### config.mk
export PLATFORM = sky130hd
export DESIGN_NAME = pcp_response_parser
export DESIGN_NICKNAME = d
export VERILOG_FILES = /design/src/sv/pcp_pkg.sv /design/src/sv/pcp_response_parser.sv /design/src/sv/pcp_parse.sv /design/src/sv/pcp_out_fifo.sv
export SDC_FILE = /design/constraint.sdc
export NUM_CORES = 1
export LEC_CHECK = 0
export ABC_AREA = 0
export ABC_CLOCK_PERIOD_IN_PS = 15800
export BUFFER_PORTS_ARGS = -buffer_cell sky130_fd_sc_hd__buf_4
export CAP_MARGIN = 20
export CORE_UTILIZATION = 48
export CTS_BUF_LIST = sky130_fd_sc_hd__clkbuf_4
export DETAILED_ROUTE_END_ITERATION = 16
export PLACE_DENSITY_LB_ADDON = 0.1
export SLEW_MARGIN = 20
export SYNTH_ARGS = -nofsm -noshare
export SYNTH_HDL_FRONTEND = slang
export SYNTH_SLANG_ARGS = --single-unit
### constraint.sdc
create_clock -name clk -period 15.8 [get_ports clk]
set_input_delay 0 -clock clk [delete_from_list [all_inputs] [get_ports clk]]
set_output_delay 0 -clock clk [all_outputs]
set_load 0.01 [all_outputs]
### src/sv/pcp_pkg.sv
// Shared types, constants and helpers for the PCP response parser.
`default_nettype none
package pcp_pkg;

  localparam int CNT_BITS_DEF = 16;
  localparam int FIFO_DEPTH   = 4;
  localparam int TDATA_W      = 96;

  localparam logic [7:0] VER_RESET = 8'd2;
  localparam logic [7:0] RESP_BIT  = 8'h80;
  localparam int         HDR_BYTES = 24;
  localparam logic [6:0] MAP_BODY  = 7'h24;
  localparam logic [6:0] PEER_BODY = 7'h38;
  localparam int         OPT_HEAD  = 4;

  // result kinds
  localparam logic [1:0] KIND_FIELD    = 2'd0;
  localparam logic [1:0] KIND_OPT_HDR  = 2'd1;
  localparam logic [1:0] KIND_OPT_DATA = 2'd2;
  localparam logic [1:0] KIND_END      = 2'd3;

  // end status codes
  localparam logic [2:0] ST_OK        = 3'd0;
  localparam logic [2:0] ST_TRUNC     = 3'd1;
  localparam logic [2:0] ST_BAD_VER   = 3'd2;
  localparam logic [2:0] ST_NOT_RESP  = 3'd3;
  localparam logic [2:0] ST_BAD_OP    = 3'd4;
  localparam logic [2:0] ST_MALF_OPT  = 3'd5;

  // opcode classes
  localparam logic [1:0] OP_ANNOUNCE = 2'd0;
  localparam logic [1:0] OP_MAP      = 2'd1;
  localparam logic [1:0] OP_PEER     = 2'd2;
  localparam logic [1:0] OP_UNKNOWN  = 2'd3;

  // field ids
  localparam logic [3:0] FID_OPCODE   = 4'd0;
  localparam logic [3:0] FID_RESULT   = 4'd1;
  localparam logic [3:0] FID_LIFETIME = 4'd2;
  localparam logic [3:0] FID_EPOCH    = 4'd3;
  localparam logic [3:0] FID_NONCE_HI = 4'd4;
  localparam logic [3:0] FID_NONCE_LO = 4'd5;
  localparam logic [3:0] FID_PROTO    = 4'd6;
  localparam logic [3:0] FID_INT_PORT = 4'd7;
  localparam logic [3:0] FID_EXT_PORT = 4'd8;
  localparam logic [3:0] FID_EXT_HI   = 4'd9;
  localparam logic [3:0] FID_EXT_LO   = 4'd10;
  localparam logic [3:0] FID_REM_PORT = 4'd11;
  localparam logic [3:0] FID_REM_HI   = 4'd12;
  localparam logic [3:0] FID_REM_LO   = 4'd13;

  typedef struct packed {
    logic [1:0]  kind;
    logic [3:0]  field_id;
    logic [63:0] field_value;
    logic [7:0]  option_code;
    logic [15:0] option_length;
    logic [2:0]  status;
    logic        end_of_message;
  } res_t;

  // up to two results produced by one beat, res0 first
  typedef struct packed {
    logic [1:0] num;
    res_t       res0;
    res_t       res1;
  } push_t;

  function automatic logic [6:0] body_len(input logic [1:0] op);
    case (op)
      OP_MAP:  body_len = MAP_BODY;
      OP_PEER: body_len = PEER_BODY;
      default: body_len = 7'd0;
    endcase
  endfunction

endpackage
`default_nettype wire

### src/sv/pcp_response_parser.sv
// PCP response parser, top level.
//
// Input stream: one message byte per beat on in_tdata, in_tlast on the final
// byte. Output stream: one result per beat; out_tuser carries the kind (field
// record, option header, option data byte, end status), out_tlast marks the
// end status record that closes each message. A non-ok status voids every
// record already sent for that message.
// Config: cfg_data sets the expected version byte (reset value 2); write only
// while the block is idle. cfg_ready is always high.
// Path: an accepted byte is held in the input register, its results are
// written into the queue once that holds room for two, and the queue head
// drives out_tdata.
// Throughput: one byte per cycle while the queue has room; a final byte
// that also completes a record yields two results, which drain at one per
// beat from a four-entry queue. The input register takes a byte while it
// is empty or the queue has room for two, so a stalled receiver backs up to
// in_tready, and no result is dropped.
// Reset (rst_n low, synchronous) clears message state and the queue and sets
// the version register back to 2.
`default_nettype none
module pcp_response_parser import pcp_pkg::*; #(
  parameter int COUNT_BITS = CNT_BITS_DEF
) (
  input  wire logic               clk,
  input  wire logic               rst_n,
  input  wire logic               in_tvalid,
  output logic                    in_tready,
  input  wire logic [7:0]         in_tdata,   // [7:0] data_byte
  input  wire logic               in_tlast,   // last_byte
  output logic                    out_tvalid,
  input  wire logic               out_tready,
  // [3:0] field_id, [67:4] field_value, [75:68] option_code,
  // [91:76] option_length, [94:92] status, [95] zero
  output logic [TDATA_W-1:0]      out_tdata,
  output logic [1:0]              out_tuser,  // [1:0] kind
  output logic                    out_tlast,  // end_of_message
  input  wire logic               cfg_valid,
  output logic                    cfg_ready,
  input  wire logic [7:0]         cfg_data    // expected_version
);

  logic       s_vld_r, s_vld_nxt;
  logic [7:0] s_byte_r;
  logic       s_last_r;
  logic [7:0] ver_r;
  logic       room2;
  logic       drain;
  logic       in_acc;
  push_t      push;
  res_t       head;

  assign cfg_ready = 1'b1;
  assign drain     = s_vld_r && room2;
  assign in_tready = !s_vld_r || room2;
  assign in_acc    = in_tvalid && in_tready;

  always_comb begin
    if (in_acc)     s_vld_nxt = 1'b1;
    else if (drain) s_vld_nxt = 1'b0;
    else            s_vld_nxt = s_vld_r;
  end

  always_ff @(posedge clk) begin
    if (!rst_n) begin
      s_vld_r <= 1'b0;
      ver_r   <= VER_RESET;
    end else begin
      s_vld_r <= s_vld_nxt;
      if (cfg_valid) ver_r <= cfg_data;
    end
  end

  always_ff @(posedge clk) begin
    if (in_acc) begin
      s_byte_r <= in_tdata;
      s_last_r <= in_tlast;
    end
  end

  pcp_parse #(.COUNT_BITS(COUNT_BITS)) u_parse (
    .clk       (clk),
    .rst_n     (rst_n),
    .en        (drain),
    .data_byte (s_byte_r),
    .last_byte (s_last_r),
    .exp_ver   (ver_r),
    .push      (push)
  );

  push_t push_g;
  always_comb begin
    push_g     = push;
    push_g.num = drain ? push.num : 2'd0;
  end

  pcp_out_fifo u_fifo (
    .clk      (clk),
    .rst_n    (rst_n),
    .push     (push_g),
    .pop      (out_tvalid && out_tready),
    .room2    (room2),
    .head_vld (out_tvalid),
    .head     (head)
  );

  assign out_tdata = {1'b0, head.status, head.option_length, head.option_code,
                      head.field_value, head.field_id};
  assign out_tuser = head.kind;
  assign out_tlast = head.end_of_message;

endmodule
`default_nettype wire

### src/sv/pcp_parse.sv
// Per-byte parse logic: message state and the results one byte produces.
`default_nettype none
module pcp_parse import pcp_pkg::*; #(
  parameter int COUNT_BITS = CNT_BITS_DEF
) (
  input  wire logic       clk,
  input  wire logic       rst_n,
  input  wire logic       en,
  input  wire logic [7:0] data_byte,
  input  wire logic       last_byte,
  input  wire logic [7:0] exp_ver,
  output push_t           push
);

  localparam logic [COUNT_BITS-1:0] HDR   = COUNT_BITS'(HDR_BYTES);
  localparam logic [COUNT_BITS-1:0] HDR_M = COUNT_BITS'(HDR_BYTES - 1);

  logic [COUNT_BITS-1:0] cnt_r, cnt_nxt;
  logic [1:0]            op_r, op_nxt;
  logic [2:0]            he_r, he_nxt;
  logic [16:0]           pos_r, pos_nxt;
  logic [15:0]           olen_r, olen_nxt;
  logic [7:0]            ocode_r, ocode_nxt;
  logic [63:0]           acc_r, acc_nxt;

  logic [1:0]            op_n;
  logic [2:0]            he_n;
  logic [16:0]           pos_n;
  logic [15:0]           olen_n;
  logic [7:0]            ocode_n;
  logic [6:0]            plen;
  logic [5:0]            poff;
  logic [16:0]           pos1;
  logic [16:0]           opt_end;
  logic [2:0]            st;
  logic [6:0]            opc;
  res_t                  rec;
  logic                  rec_v;
  res_t                  end_rec;

  always_comb begin
    acc_nxt = {acc_r[55:0], data_byte};
    op_n    = op_r;
    he_n    = he_r;
    pos_n   = pos_r;
    olen_n  = olen_r;
    ocode_n = ocode_r;
    rec     = '0;
    rec_v   = 1'b0;
    plen    = body_len(op_r);
    poff    = 6'(cnt_r - HDR);
    pos1    = pos_r + 17'd1;
    opt_end = '0;
    opc     = data_byte[6:0];
    rec.kind = KIND_FIELD;

    if (cnt_r < HDR) begin
      case (cnt_r[4:0])
        5'd0: begin
          if (data_byte != exp_ver && he_r == ST_OK) he_n = ST_BAD_VER;
        end
        5'd1: begin
          if ((data_byte & RESP_BIT) == 8'd0 && he_n == ST_OK) he_n = ST_NOT_RESP;
          op_n = (opc <= 7'd2) ? opc[1:0] : OP_UNKNOWN;
          if (op_n == OP_UNKNOWN && he_n == ST_OK) he_n = ST_BAD_OP;
          rec_v = 1'b1;
          rec.field_id    = FID_OPCODE;
          rec.field_value = {57'd0, opc};
        end
        5'd3: begin
          rec_v = 1'b1;
          rec.field_id    = FID_RESULT;
          rec.field_value = {56'd0, data_byte};
        end
        5'd7: begin
          rec_v = 1'b1;
          rec.field_id    = FID_LIFETIME;
          rec.field_value = {32'd0, acc_nxt[31:0]};
        end
        5'd11: begin
          rec_v = 1'b1;
          rec.field_id    = FID_EPOCH;
          rec.field_value = {32'd0, acc_nxt[31:0]};
        end
        default: ;
      endcase
    end else if (he_r == ST_OK) begin
      if (cnt_r < HDR + COUNT_BITS'(plen)) begin
        rec_v = 1'b1;
        case (poff)
          6'd7:  begin rec.field_id = FID_NONCE_HI; rec.field_value = acc_nxt; end
          6'd11: begin
            rec.field_id = FID_NONCE_LO; rec.field_value = {32'd0, acc_nxt[31:0]};
          end
          6'd12: begin rec.field_id = FID_PROTO; rec.field_value = {56'd0, data_byte}; end
          6'd17: begin
            rec.field_id = FID_INT_PORT; rec.field_value = {48'd0, acc_nxt[15:0]};
          end
          6'd19: begin
            rec.field_id = FID_EXT_PORT; rec.field_value = {48'd0, acc_nxt[15:0]};
          end
          6'd27: begin rec.field_id = FID_EXT_HI; rec.field_value = acc_nxt; end
          6'd35: begin rec.field_id = FID_EXT_LO; rec.field_value = acc_nxt; end
          6'd37: begin
            rec.field_id = FID_REM_PORT; rec.field_value = {48'd0, acc_nxt[15:0]};
          end
          6'd47: begin rec.field_id = FID_REM_HI; rec.field_value = acc_nxt; end
          6'd55: begin rec.field_id = FID_REM_LO; rec.field_value = acc_nxt; end
          default: rec_v = 1'b0;
        endcase
      end else begin
        // option area: 4-byte header, content, padding to a multiple of four
        if (pos_r == 17'd0) begin
          ocode_n = data_byte;
        end else if (pos_r == 17'd2) begin
          olen_n = {8'd0, data_byte};
        end else if (pos_r == 17'd3) begin
          olen_n = {olen_r[7:0], data_byte};
          rec_v = 1'b1;
          rec.kind          = KIND_OPT_HDR;
          rec.option_code   = ocode_r;
          rec.option_length = olen_n;
        end else if (pos_r >= 17'(OPT_HEAD) && pos_r < 17'(OPT_HEAD) + {1'b0, olen_r}) begin
          rec_v = 1'b1;
          rec.kind          = KIND_OPT_DATA;
          rec.field_value   = {56'd0, data_byte};
          rec.option_code   = ocode_r;
          rec.option_length = olen_r;
        end
        opt_end = 17'(OPT_HEAD) + (({1'b0, olen_n} + 17'd3) & ~17'd3);
        if (pos_r >= 17'd3) pos_n = (pos1 >= opt_end) ? 17'd0 : pos1;
        else                pos_n = pos1;
      end
    end

    // status from the state as updated by this byte; size < N is count < N-1
    if (cnt_r < HDR_M)                                      st = ST_TRUNC;
    else if (he_n != ST_OK)                                 st = he_n;
    else if (cnt_r < HDR_M + COUNT_BITS'(body_len(op_n)))   st = ST_TRUNC;
    else if (pos_n != 17'd0)                                st = ST_MALF_OPT;
    else                                                    st = ST_OK;

    end_rec = '0;
    end_rec.kind           = KIND_END;
    end_rec.status         = st;
    end_rec.end_of_message = 1'b1;

    push.num  = {1'b0, rec_v} + {1'b0, last_byte};
    push.res0 = rec_v ? rec : end_rec;
    push.res1 = end_rec;

    if (last_byte) begin
      cnt_nxt   = '0;
      op_nxt    = OP_ANNOUNCE;
      he_nxt    = ST_OK;
      pos_nxt   = '0;
      olen_nxt  = '0;
      ocode_nxt = '0;
      acc_nxt   = '0;
    end else begin
      cnt_nxt   = (&cnt_r) ? cnt_r : cnt_r + 1'b1;
      op_nxt    = op_n;
      he_nxt    = he_n;
      pos_nxt   = pos_n;
      olen_nxt  = olen_n;
      ocode_nxt = ocode_n;
    end
  end

  always_ff @(posedge clk) begin
    if (!rst_n) begin
      cnt_r   <= '0;
      op_r    <= OP_ANNOUNCE;
      he_r    <= ST_OK;
      pos_r   <= '0;
      olen_r  <= '0;
      ocode_r <= '0;
      acc_r   <= '0;
    end else if (en) begin
      cnt_r   <= cnt_nxt;
      op_r    <= op_nxt;
      he_r    <= he_nxt;
      pos_r   <= pos_nxt;
      olen_r  <= olen_nxt;
      ocode_r <= ocode_nxt;
      acc_r   <= acc_nxt;
    end
  end

endmodule
`default_nettype wire

### src/sv/pcp_out_fifo.sv
// Result queue: takes up to two results a cycle, hands out one per beat.
`default_nettype none
module pcp_out_fifo import pcp_pkg::*; (
  input  wire logic clk,
  input  wire logic rst_n,
  input  wire push_t push,
  input  wire logic pop,
  output logic      room2,
  output logic      head_vld,
  output res_t      head
);

  localparam int PW = $clog2(FIFO_DEPTH);

  res_t          mem [FIFO_DEPTH];
  logic [PW-1:0] wr_r, rd_r;
  logic [PW:0]   cnt_r, cnt_nxt;
  logic [PW-1:0] wr_nxt, rd_nxt;

  assign room2    = cnt_r <= (PW+1)'(FIFO_DEPTH - 2);
  assign head_vld = cnt_r != '0;
  assign head     = mem[rd_r];

  always_comb begin
    cnt_nxt = cnt_r + (PW+1)'(push.num) - (PW+1)'(pop);
    wr_nxt  = wr_r + PW'(push.num);
    rd_nxt  = rd_r + PW'(pop);
  end

  always_ff @(posedge clk) begin
    if (push.num != 2'd0) mem[wr_r] <= push.res0;
    if (push.num == 2'd2) mem[wr_r + PW'(1)] <= push.res1;
  end

  always_ff @(posedge clk) begin
    if (!rst_n) begin
      wr_r  <= '0;
      rd_r  <= '0;
      cnt_r <= '0;
    end else begin
      wr_r  <= wr_nxt;
      rd_r  <= rd_nxt;
      cnt_r <= cnt_nxt;
    end
  end

endmodule
`default_nettype wire

* Yosys cells after proc, flatten, opt, wreduce, memory -nomap -nowiden *
Memory sizes are Yosys's and may differ from the RTL's. A register that Yosys moved wholly into a read port is not among the register bits.
Index checks and enable logic that the tools add are counted.

storage, ports and cells
  flip-flop bits (word level) = 143
  bits in writable memories = 392
  bits of input ports = 22
  word-level logic and storage cells = 173
  memories = 1

operators by class
  add/subtract/negate cells = 14
  order comparisons = 10
  equality and inequality tests = 26
  multiplexer cells = 81
  reduce and logical (&&, ||, !) cells = 27

memory list
  name        words  width  read ports  clocked after Yosys merged registers in  wr ports  RTL line            text
  u_fifo.mem  4      98     1           1                                        2         pcp_out_fifo.sv:15  res_t mem [FIFO_DEPTH];

operators by type and width
  kind                     number
  $pmux W68 S10            1
  $pmux W66 S4             1
  $mux W16                 12
  $mux W88                 2
  $mux W17                 6
  $mux W98                 1
  $mux W94                 1
  $mux W24                 3
  $mux W68                 1
  $mux W64                 1
  $mux W56                 1
  $mux W8                  6
  $eq A17 B2 Y1 const B    2
  $mux W3                  11
  $lt A16 B5 Y1 const B    2
  $mux W32                 1
  $eq A6 B6 Y1 const B     4
  $mux W2                  12
  $pmux W6 S2              2
  $eq A6 B5 Y1 const B     3
  $add A16 B2 Y17 const B  1
  $add A17 B1 Y17 const B  1
  $add A3 B16 Y17 const A  1
  $add A3 B17 Y17 const A  1
  48 further kinds         81

* Longest topological paths before layout *
  word-level depth = 21
  gate-level depth with buffers = 26

* Modules after synthesis *
Synthesis repeated with hierarchy kept, for this count alone.

second synthesis, totals
  cell total of the unflattened synthesis = 2322
  area total of the unflattened synthesis = 29414.5 µm²

modules (own cells, without submodules)
  module               instances  cells each  area an instance (µm²)  seq. area each (µm²)
  pcp_out_fifo         1          990         19189.7                 11911.4
  pcp_parse            1          1285        9556.7                  2362.3
  pcp_response_parser  1          47          668.1                   450.4

* Worst setup path after synthesis *
No wires, ideal clock.

  path kind = register to register
  start point = reg u_parse.pos_r[5]
  end point = mem u_fifo.mem[0][1] (netlist name), data pin
  data arrival time = 4.859 ns
  slack = 10.683 ns
  cell stages (with the launch flop) = 26
  path buffers = 4
  period minus slack after synthesis = 5.117 ns
  path through = dfxtp_1 -> buf_2 -> nor4_1 -> and4_1 -> buf_2 -> nand2_1 -> buf_2 -> clkbuf_1 -> o21ai_0 -> ha_1 -> nand2_1 -> nor4_1 -> a41o_1 -> a21oi_1 -> a21oi_2 -> nand3_1 -> or3b_1 -> ha_1 -> nand4_1 -> nor4_1 -> a22oi_1 -> a21oi_1 -> o21ai_0 -> a21o_1 -> o21bai_2 -> nor2_1

RTL lines
  what                      RTL line            text
  start: declaration        pcp_parse.sv:21     logic [16:0] pos_r, pos_nxt;
  start signal: assignment  pcp_parse.sv:183    pos_r <= pos_nxt;
  end: declaration          pcp_out_fifo.sv:15

==> out/metrics.csv <==
metric,value,unit
outcome,finished clean,
Yosys reg bits,535,
vias in the first global route,18886,
Arrival @ worst endpoint,7140,ps
"commonest non-fill, non-tap cell in the layout",dfxtp_1,
RR Endpoint,u_fifo.mem[2][1],
Max Slew Vio Count,0,
Post-synth top flop,dfxtp_1,
TritonCTS clock tree,yes,
DIE AREA,50000,µm²
Synth Area per Inst,10.54,µm²
syn_nets,2318,
Remaining DRCs,0,
simple-gate portion of the synthesized area,13.00,%
final worst slack,9320,ps
area share of fa/ha/maj cells after synthesis,3.206,%
crit path kind,reg -> reg,
largest family of logic cells by synthesized area,compound AO/OA/AOI/OAI gates,
GR Overflow Total,0,
warnings from Yosys,0,
layout filler cell count,4213,
drt pass-1 iters,7,
Rows,80,
xor/xnor cell area share of the yosys netlist,2.893,%
post-placement cell count,2822,
post-synth cell types,78,
compound-gate portion of the synthesized area,20.50,%
H-tree Lvls,4,
Yosys top cell area share,43.65,%
most frequent cells in the layout,"dfxtp_1 (512), a22o_1 (331), clkbuf_4 (217)",
worst-margin pin slew,1141,ps
Worst Hold Class,in -> reg,
via count,18990,
min cycle time layout,6480,ps
peak fanout along the critical path,21,
r2r setup slk,9320,ps
Hold WS,117.9,ps
hold depth,5,
"top cells by area, synth","dfxtp_1 (44%), a22o_1 (12%), mux4_2 (9.4%)",
Register Area,10930,µm²
multi-input logic area,11840,µm²
post-synthesis mux area share,10.40,%
CP required,16460,ps
Clock Latency Late Sink,980,ps
Port Buffers,121,
Setup crit start kind,flop,
DP Worst Slack,9435,ps
Ports,124,
Die Y,223.6,µm
setup TNS,0,ps
clk sink count,535,
Tcrit/Tclk final,41.01,%
drt first-iter violations,1548,
Setup crit end kind,flop,
All-Layer GR Usage,28.05,%
first-pass GRT wire length,108600,µm
Final Skew,70.68,ps
Post-synth EDFFs,21,
Final setup viols,0,
post-synthesis instance total,2237,
Worst IR Drop VDD,0.06057,mV
async set or reset register ratio after synthesis,0,%
min-delay src,out_tready,
Synth area leader,dfxtp_1,
initial core utilization,49.07,%
CP cell instances,ha_1 > nor2_1 > nor2_1 > nand2_1 > o21ai_0 > ha_1 > nand2_1 > nor4_1 > a41o_1 > a21oi_1 > a21oi_2 > nand3_1 > or3b_1 > ha_1 > nand4_1 > nor4_1 > a22oi_1 > a21oi_1 > o21ai_0 > a21o_1 > o21bai_2 > nor2_1,
GPL Wtd Cong,0.9126,
Clock Path Buffers,3,
maximum clock rate,154.3,MHz
RSZ-0062 raised after global routing,false,
worst r2r src,u_parse.pos_r[1],
TritonCTS buffer count,143,
total power,3.071,mW
Mapped Area,23570,µm²
Fin. Hold Viols,0,
Pleak,10.32,nW
MaxCap Viol Count,0,
vias per cell,6.079,
core area,48050,µm²
synthesis-to-layout area growth,15.46,%
sequential-to-total area share from yosys stat,46.32,%
critical path's largest stage delay,680,ps
share of cells above drive strength 1,20.63,%
final std cells w/o fill,3124,
largest net degree at the start of global routing,67,
pwr dens,112.8,nW/µm²
DRT Wirelength,69770,µm
NumNets Final,2488,
CTS Root Cell,clkbuf_4,
WL per Instance,22.33,µm
max_slew headroom,23.64,%
depth of the most critical reg-to-reg path,22,
antenna violations before repair,2,
antenna-violating nets left,0,
Die X,223.6,µm
Slowest cell on crit path,a21oi_1,
Hold EP,u_fifo.rd_r[0],
Post CTS Setup Buffer Count,0,
HPWL Detailed,42410,µm
clock-pin slew on the worst setup and hold paths,70,ps
==> final cells by class <==
| type | instances | area share (%) |
|---|---|---|
| timing repair buffer | 200 | 6.022 |
| inverter | 38 | 0.5241 |
| antenna | 3 | 0.02758 |
| clock inverter | 27 | 0.9654 |
| multi-input combinational | 1489 | 43.50 |
| clock buffer | 217 | 5.985 |
| sequential | 535 | 40.15 |
| tap | 615 | 2.827 |
==> cell usage after synthesis (4+ instances only) <==
cell type  instances
a211oi_1           4
a21boi_0          61
a21o_1            11
a21oi_1           48
a22o_1           331
a22oi_1           38
a31oi_1            6
a32o_1             5
and2_1            24
and3_1             8
and4_1             9
buf_1             14
buf_2             32
clkbuf_1         125
dfxtp_1          514
edfxtp_1          21
ha_1              58
inv_1             38
mux2_2             4
mux2i_1           20
mux4_2            98
nand2_1          218
nand2b_1          11
nand3_1           32
nand3b_1          50
nand4_1           23
nor2_1           102
nor2_2             7
nor2b_1           56
nor3_1            22
nor4_1            14
o211ai_1           5
o21a_1             4
o21ai_0           76
o22a_1             4
o22ai_1            5
or3_1              7
xnor2_1           41
xor2_1            35
==> registers in the layout (all words and copies together), names as in the netlist <==
| name | cells |
|---|---|
| u_parse.he_r | 3 |
| u_fifo.rd_r | 2 |
| s_last_r | 1 |
| u_fifo.wr_r | 2 |
| u_fifo.mem | 392 |
| u_parse.acc_r | 56 |
| u_parse.op_r | 2 |
| u_parse.pos_r | 17 |
| s_vld_r | 1 |
| u_parse.ocode_r | 8 |
| u_parse.cnt_r | 16 |
| ver_r | 8 |
| u_parse.olen_r | 16 |
| s_byte_r | 8 |
| u_fifo.cnt_r | 3 |
==> critical path: cells and delay by family, from the launching register on <==
family	cells	cell delay, ps
AO/OA/AOI/OAI	9	2490
adder cells (fa/ha/maj)	3	1080
flip-flops	1	530
AND/OR/NAND/NOR	10	2060
==> worst max-delay path by stage <==
stage                     start                to  slack (ps)  cells after the start
2_1_floorplan  u_parse.pos_r[5]  u_fifo.mem[0][1]       10680                     25
3_3_place_gp   u_parse.pos_r[7]  u_parse.pos_r[4]        9620                     21
3_5_place_dp   u_parse.pos_r[1]  u_fifo.mem[2][1]        9440                     22
4_1_cts        u_parse.pos_r[1]  u_fifo.mem[2][1]        9340                     22
5_1_grt        u_parse.pos_r[1]  u_fifo.mem[2][1]        8650                     22
6_report       u_parse.pos_r[1]  u_fifo.mem[2][1]        9320                     22
==> repair_timing <==
item / 4_1_cts / 5_1_grt
hold endpoints to repair: 152 / 0
resized for setup: 0 / 0
hold buffers: 55 / 0
==> metal layers <==
metal  wire (µm)  global-route usage, %  vias up
met5           0                      0        -
met4        1645                  11.05        0
met3        4880                  7.070      110
met2       32590                  43.99      637
met1       30650                  37.12     9525
li1            -                      -     8718
==> cell families after synthesis <==
group                      after synthesis
adders and majority gates               60
muxes                                  122
buffers and inverters                  213
AOI/OAI and AO/OA                      624
DFF                                    535
xor gates and xnor gates                77
and+or+nand+nor                        604
other                                    2
==> per-stage QoR <==
| step | utilization, % | area (µm²) |
|---|---|---|
| final | 56.65 | 27220 |
| after global routing | 56.65 | 27220 |
| after CTS | 56.63 | 27210 |
| after detailed placement | 51.55 | 24770 |
| after global placement | 51.55 | 24770 |
| after floorplan | - | 23570 |
==> power by group <==
part | switching (mW) | leakage [nW] | internal [mW] | total [mW]
clock network | 0.586 | 1.12 | 0.706 | 1.29
logic | 0.201 | 4.87 | 0.143 | 0.344
registers | 0.0481 | 4.33 | 1.39 | 1.43
Power figures use the tool's default switching activity.
